==> src/rtl/core/rtpc_pkg.sv <==
package rtpc_pkg;

  localparam int TABLE_DEPTH = 1024;
  localparam int COORD_BITS  = 12;
  localparam int TIDX_W      = $clog2(TABLE_DEPTH);

  localparam int IDX_IN_W  = 10;
  localparam int VAL_W     = 24;
  localparam int PIX_W     = 16;
  localparam int CX_W      = 18;
  localparam int INV_W     = 24;
  localparam int RC_W      = 11;
  localparam int CFG_W     = 24;
  localparam int CFG_IDX_W = 2;

  localparam int FR_W     = 16;
  localparam int RID_W    = TIDX_W + FR_W;
  localparam int DX_W     = ((COORD_BITS + 5 > CX_W) ? COORD_BITS + 5 : CX_W) + 1;
  localparam int SQ_W     = 2 * DX_W;
  localparam int RAD_W    = SQ_W + FR_W;
  localparam int ROOT_W   = RAD_W / 2;
  localparam int PROD_W   = ROOT_W + INV_W;
  localparam int SCALE_SH = 12;

  localparam int PC_W = VAL_W + FR_W + 2;
  localparam int C_W  = PC_W + 1;
  localparam int D_W  = C_W + 2;
  localparam int QSH  = 24;

  localparam int MID_DEPTH = 4;
  localparam int MID_PTR_W = $clog2(MID_DEPTH);
  localparam int OUT_DEPTH = 4;
  localparam int OUT_PTR_W = $clog2(OUT_DEPTH);

  typedef enum logic [CFG_IDX_W-1:0] {
    CFG_ORIGIN_COL  = 2'd0,
    CFG_ORIGIN_ROW  = 2'd1,
    CFG_INV_SPACING = 2'd2,
    CFG_RING_COUNT  = 2'd3
  } cfg_idx_t;

  typedef struct packed {
    logic signed [CX_W-1:0] origin_col;
    logic signed [CX_W-1:0] origin_row;
    logic [INV_W-1:0]       inv;
    logic [TIDX_W-1:0]      last_ring;
  } cfg_t;

  typedef struct packed {
    logic                    is_pix;
    logic                    wr_en;
    logic signed [PIX_W-1:0] pix;
    logic [TIDX_W-1:0]       widx;
    logic signed [VAL_W-1:0] wval;
  } item_meta_t;

  typedef struct packed {
    item_meta_t        meta;
    logic [RID_W-1:0]  rid;
  } mid_item_t;

  typedef struct packed {
    logic signed [PIX_W-1:0] value;
    logic                    sat;
  } result_t;

endpackage

==> src/rtl/core/rtpc_queue.sv <==
module rtpc_queue (
  input  logic                clk,
  input  logic                rst_n,
  input  logic                push,
  input  rtpc_pkg::mid_item_t push_item,
  output logic                full,
  input  logic                pop,
  output rtpc_pkg::mid_item_t pop_item,
  output logic                empty
);
  import rtpc_pkg::*;

  mid_item_t              mem_r [MID_DEPTH];
  logic [MID_PTR_W-1:0]   wp_r, rp_r;
  logic [MID_PTR_W:0]     cnt_r, cnt_nxt;
  logic                   do_push, do_pop;

  assign full     = (cnt_r == (MID_PTR_W + 1)'(MID_DEPTH));
  assign empty    = (cnt_r == '0);
  assign do_push  = push && !full;
  assign do_pop   = pop && !empty;
  assign pop_item = mem_r[rp_r];

  always_comb begin
    cnt_nxt = cnt_r;
    if (do_push && !do_pop) begin
      cnt_nxt = cnt_r + 1'b1;
    end else if (do_pop && !do_push) begin
      cnt_nxt = cnt_r - 1'b1;
    end
  end

  always_ff @(posedge clk) begin
    if (!rst_n) begin
      wp_r  <= '0;
      rp_r  <= '0;
      cnt_r <= '0;
    end else begin
      cnt_r <= cnt_nxt;
      if (do_push) begin
        wp_r <= wp_r + 1'b1;
      end
      if (do_pop) begin
        rp_r <= rp_r + 1'b1;
      end
    end
  end

  always_ff @(posedge clk) begin
    if (do_push) begin
      mem_r[wp_r] <= push_item;
    end
  end

endmodule

==> config.mk <==
export PLATFORM = sky130hd
export DESIGN_NAME = rtpc_queue
export DESIGN_NICKNAME = d
export VERILOG_FILES = /design/src/rtl/core/rtpc_pkg.sv /design/src/rtl/core/rtpc_queue.sv
export SDC_FILE = /design/constraint.sdc
export NUM_CORES = 1
export LEC_CHECK = 0
export ABC_CLOCK_PERIOD_IN_PS = 9000
export CORE_MARGIN = 10
export CORE_UTILIZATION = 40
export DETAILED_ROUTE_END_ITERATION = 10
export DONT_BUFFER_PORTS = 1
export GPL_ROUTABILITY_DRIVEN = 1
export PLACE_DENSITY = 0.58
export SLEW_MARGIN = 20
export SYNTH_ARGS = -nofsm -noshare
export SYNTH_HDL_FRONTEND = slang
export SYNTH_SLANG_ARGS = --single-unit
==> constraint.sdc <==
create_clock -name clk -period 9 [get_ports clk]
set_input_delay 0.9 -clock clk [delete_from_list [all_inputs] [get_ports clk]]
set_output_delay 0.9 -clock clk [all_outputs]
set_load 0.02 [all_outputs]
; ---- Word level (Yosys, flattened, before mapping)
; Memory sizes are Yosys's and may differ from the RTL's. A register that Yosys moved wholly into a read port is not among the register bits.
; Index checks and enable logic that the tools add are counted.
[word_totals]
register_bits = 7
mem_bits_rw = 312
inputBits = 82
out_inout_bits = 80
word_cells = 25
memories = 1
[classes]
addsub = 4
n_eq_ne = 1
mux = 6
reduce_logical = 10
[memory_table]
columns = memory, depth, word_bits, rd, rd_clocked_by_memory_dff, wr, line
row1 = mem_r, 4, 78, 1, 1, 1, rtpc_queue.sv:13  ; mid_item_t mem_r [MID_DEPTH];
[op_table]
columns = op, count
row1 = $mux 3, 2
row2 = $add 2x1->2 const B, 2
row3 = $logic_and 1x1->1, 4
row4 = $logic_not 1->1, 4
row5 = $mux 2, 2
row6 = $add 3x1->3 const B, 1
row7 = $eq 3x3->1 const B, 1
row8 = $logic_not 3->1, 1
row9 = $sub 3x1->3 const B, 1
row10 = $mux 1, 2
row11 = $reduce_bool 2->1, 1

; ---- Depth between registers and ports, before layout
[depth]
ltp_word = 7
mapped_depth = 9
mapped_depth_nobuf = 8

; ---- Worst setup path before layout
; OpenSTA, ideal clock, no wires.
[synth_timing]
kind = input to register
from = in push
to = mem mem_r[0][0] (netlist bit) (enable)
setup_time_ps = 445
arrival_time_ps = 3106
t_required_ps = 8555
slack_ps = 5449
stages = 3
path_buffers = 1
path_cell_list = nor2b_1 -> clkbuf_1 -> and2_1
[synth_between]
elab_chain_cells = 3
[synth_lines]
columns = item, line
row1 = from (decl), rtpc_queue.sv:4  ; input logic push,
row2 = $logic_and 1x1->1, rtpc_queue.sv:20  ; assign do_push = push && !full;
row3 = via do_push, rtpc_queue.sv:16  ; logic do_push, do_pop;
row4 = $mux 1, rtpc_queue.sv:50  ; if (do_push) begin
row5 = $mux 1 (implied by the code), rtpc_queue.sv:51  ; mem_r[wp_r] <= push_item;
row6 = to (decl), rtpc_queue.sv:13
; The timed path passes the listed nets, and every way through them passes these cells.

==> metrics.md <==
| Metric | Value |
|---|---|
| Critical path class | `reg2out` |
| Clk Latency, worst-skew pair | `roughly 500 ps` |
| Worst setup SP type | `flip-flop` |
| P per Cell Area | `approximately 300 nW/um^2` |
| Slew HR | `a little over two fifths` |
| IO buf count | `0` |
| Crit. End Element | `output pin` |
| WP data required | `~8000 ps` |
| Distinct cells, synth | `24` |
| Post-synth EDFFs | `around 310` |
| Max-Cap Viols | `0` |
| Vias | `4600` |
| DPL Wire Length | `about 13 mm` |
| # rows | `62` |
| Drt wl/cell | `about 25 um` |
| Fin crit period | `between 3000 and 4000 ps` |
| Die width | `approximately 190 um` |
| P_leak | `0.00403 uW` |
| Initial DRT Pass Iterations | `4` |
| Clock buffer depth | `3` |
| Final Skew | `approximately 16 ps` |
| Maximum fanout along the worst path | `41` |
| RSZ-0062 raised after global routing | `no` |
| Resized cells post-CTS | `0` |
| I/O Pins | `between 150 and 200` |
| Syn Nets | `about 540` |
| Asr flop ratio synth | `0%` |
| Post-CTS setup buffers | `0` |
| GRT Resource Usage Total | `between 10% and 20%` |
| Post-Syn Instances | `around 460` |
| Vias in the first global route | `5037` |
| Area Growth Syn to Fin | `12.4%` |
| Initial DRC count | `293` |
| Setup TNS Final | `0 ps` |
| CTS Buf Count | `34` |
| Total Power | `3990 uW` |
| Hold Fails Final Rpt | `0` |
| Crit share post-route | `approximately 42%` |
| Die area | `approximately 37000 um^2` |
| DRC | `0` |
| Initial Util | `between 40 and 50%` |
| # clock sinks | `321` |
| Status | `finished, final reports clean` |
| Highest clock rate | `between 0.2 and 0.3 GHz` |
| Core Region | `28900 um^2` |
| Routed WL | `about 22 mm` |
| Post-route ant nets | `0` |
| ANT cells | `0` |
| Grt total ovfl | `0` |
| Ys Warns | `0` |
| Root buffer cell | `clkbuf_16` |
| H-tree depth | `2` |
| Worst-case vdd ir drop | `171 uV` |
| Gpl congestion | `around 0.7` |
| Die Span Y | `approximately 190 um` |
| Initial antenna violation count | `0` |
| Post-synth top flop | `edfxtp_1` |
| Top cells by area, synth | `edfxtp_1, mux4_2, dfxtp_1` |
| Slew Limit Fails | `0` |
| Clock transition at path regs | `60 ps` |
| Seq/Total Area, Yosys | `~81%` |
| Largest net degree at the start of global routing | `79` |
| WP data arrival | `roughly 2900 ps` |
| Measured slew at the worst slew-check pin | `just under 900 ps` |
| Syn Std Cell Area | `~12000 um^2` |
| # hold bufs at CTS | `0` |
| Synthesized area per cell | `~26 um^2` |
| Layout Nets | `566` |
| Hold Crit Class | `in2reg` |
| WHS | `just under 500 ps` |
| First-pass GRT wire length | `around 33 mm` |
| Fraction of layout cells with a size suffix above 1 | `27.5%` |
| Post-synthesis sequential element count | `~320` |
| DR vias/cell | `between 5 and 6` |
| CTS tree | `yes` |
| Fillers | `2413` |
| Area leader, netlist | `edfxtp_1` |
| # setup viols final | `0` |
| Top cell type's share of synthesized area | `~80%` |
[cell type report]
cell class | instances | area, um^2 | share of cell area (%)
flip-flops and latches | 321 | 9560 | 72.4
clock buffers | 45 | 966 | 7.32
well taps | 384 | 480 | 3.64
clock inverters | 15 | 77.6 | 0.588
repair buffers | 6 | 65.1 | 0.493
inverters | 3 | 11.3 | 0.0853
multi-input cells | 112 | 2040 | 15.5
[flip-flops by register name, summed over array words and instances, names as in the netlist, named ones only]
register,cells
wp_r,2
rp_r,2
cnt_r,3
mem_r,312
[power breakdown]
group,internal [uW],switching [uW],leakage [uW],total [uW]
combinational,307,491,0.000580,799
sequential,1820,98.1,0.00293,1920
clock,755,521,0.000511,1280
total,2880,1110,0.00403,3990
[cells in the mapped netlist, types with 2 or more instances]
cell type and count:
and2_1 8, buf_12 3, buf_2 4, buf_4 5, clkbuf_1 7, dfxtp_1 9
edfxtp_1 312, ha_1 5, inv_1 3, mux2i_1 3, mux4_2 78, nand2_1 4
nor2b_1 2, xnor2_1 3
[critical path, cell delays in order, from the launching register on]
cell     delay (ps)
dfxtp_4         840
buf_4           770
mux4_2          690
[per-layer routing]
layer | vias to the layer above | wire length [um] | track usage, %
li1 | 1988 | - | -
met4 | 0 | 287 | 3.06
met3 | 26 | 2600 | 6.45
met2 | 158 | 10600 | 18.3
met1 | 2428 | 8290 | 14.0
met5 | - | 0 | 0
[cells in the final DEF (no fill, tap or decap), types with 3 or more instances in the layout]
cell type	count
nand2_1	4
and2_4	4
mux4_2	78
buf_4	3
dfxtp_1	7
clkinv_1	5
edfxtp_1	312
ha_1	5
clkinv_2	7
xnor2_1	3
inv_1	3
clkbuf_1	7
and2_1	4
mux2i_1	3
clkbuf_16	37
[path summary, 6_finish.rpt]
| kind | startpoint | cells after the start | to | slack (ps) |
|---|---|---|---|---|
| setup / recovery | flip-flop | 2 | pop_item[45] | 5200 |
| hold / removal | push_item[37] | 0 | mem_r[2][37] | 490 |
| setup reg to reg | cnt_r[0] | 4 | mem_r[1][39] | 6150 |
| hold reg to reg | wp_r[1] | 2 | wp_r[1] | 520 |
[logic make-up (layout without fill, tap and decap cells)]
group | count (synthesis) | in the layout | synth area share, %
AO/OA/AOI/OAI | 4 | 4 | 0.245
buffers and inverters | 23 | 69 | 1.42
AND/OR/NAND/NOR | 17 | 17 | 0.820
flip-flops | 321 | 321 | 81.3
adder cells (fa/ha/maj) | 6 | 6 | 0.703
XOR/XNOR | 4 | 4 | 0.298
multiplexers | 81 | 81 | 15.2
[through the flow]
step / util (%) / cells / area, um^2 / setup slack [ps]
floorplan: - / 456 / 11700 / 5450
global placement: 42.0 / 825 / 12100 / 5630
detailed placement: 42.0 / 825 / 12100 / 5570
CTS: 45.7 / 885 / 13200 / 5030
global route: 45.7 / 886 / 13200 / 4860
finish: 45.7 / 886 / 13200 / 5200
(Power assumes the default switching activity.)
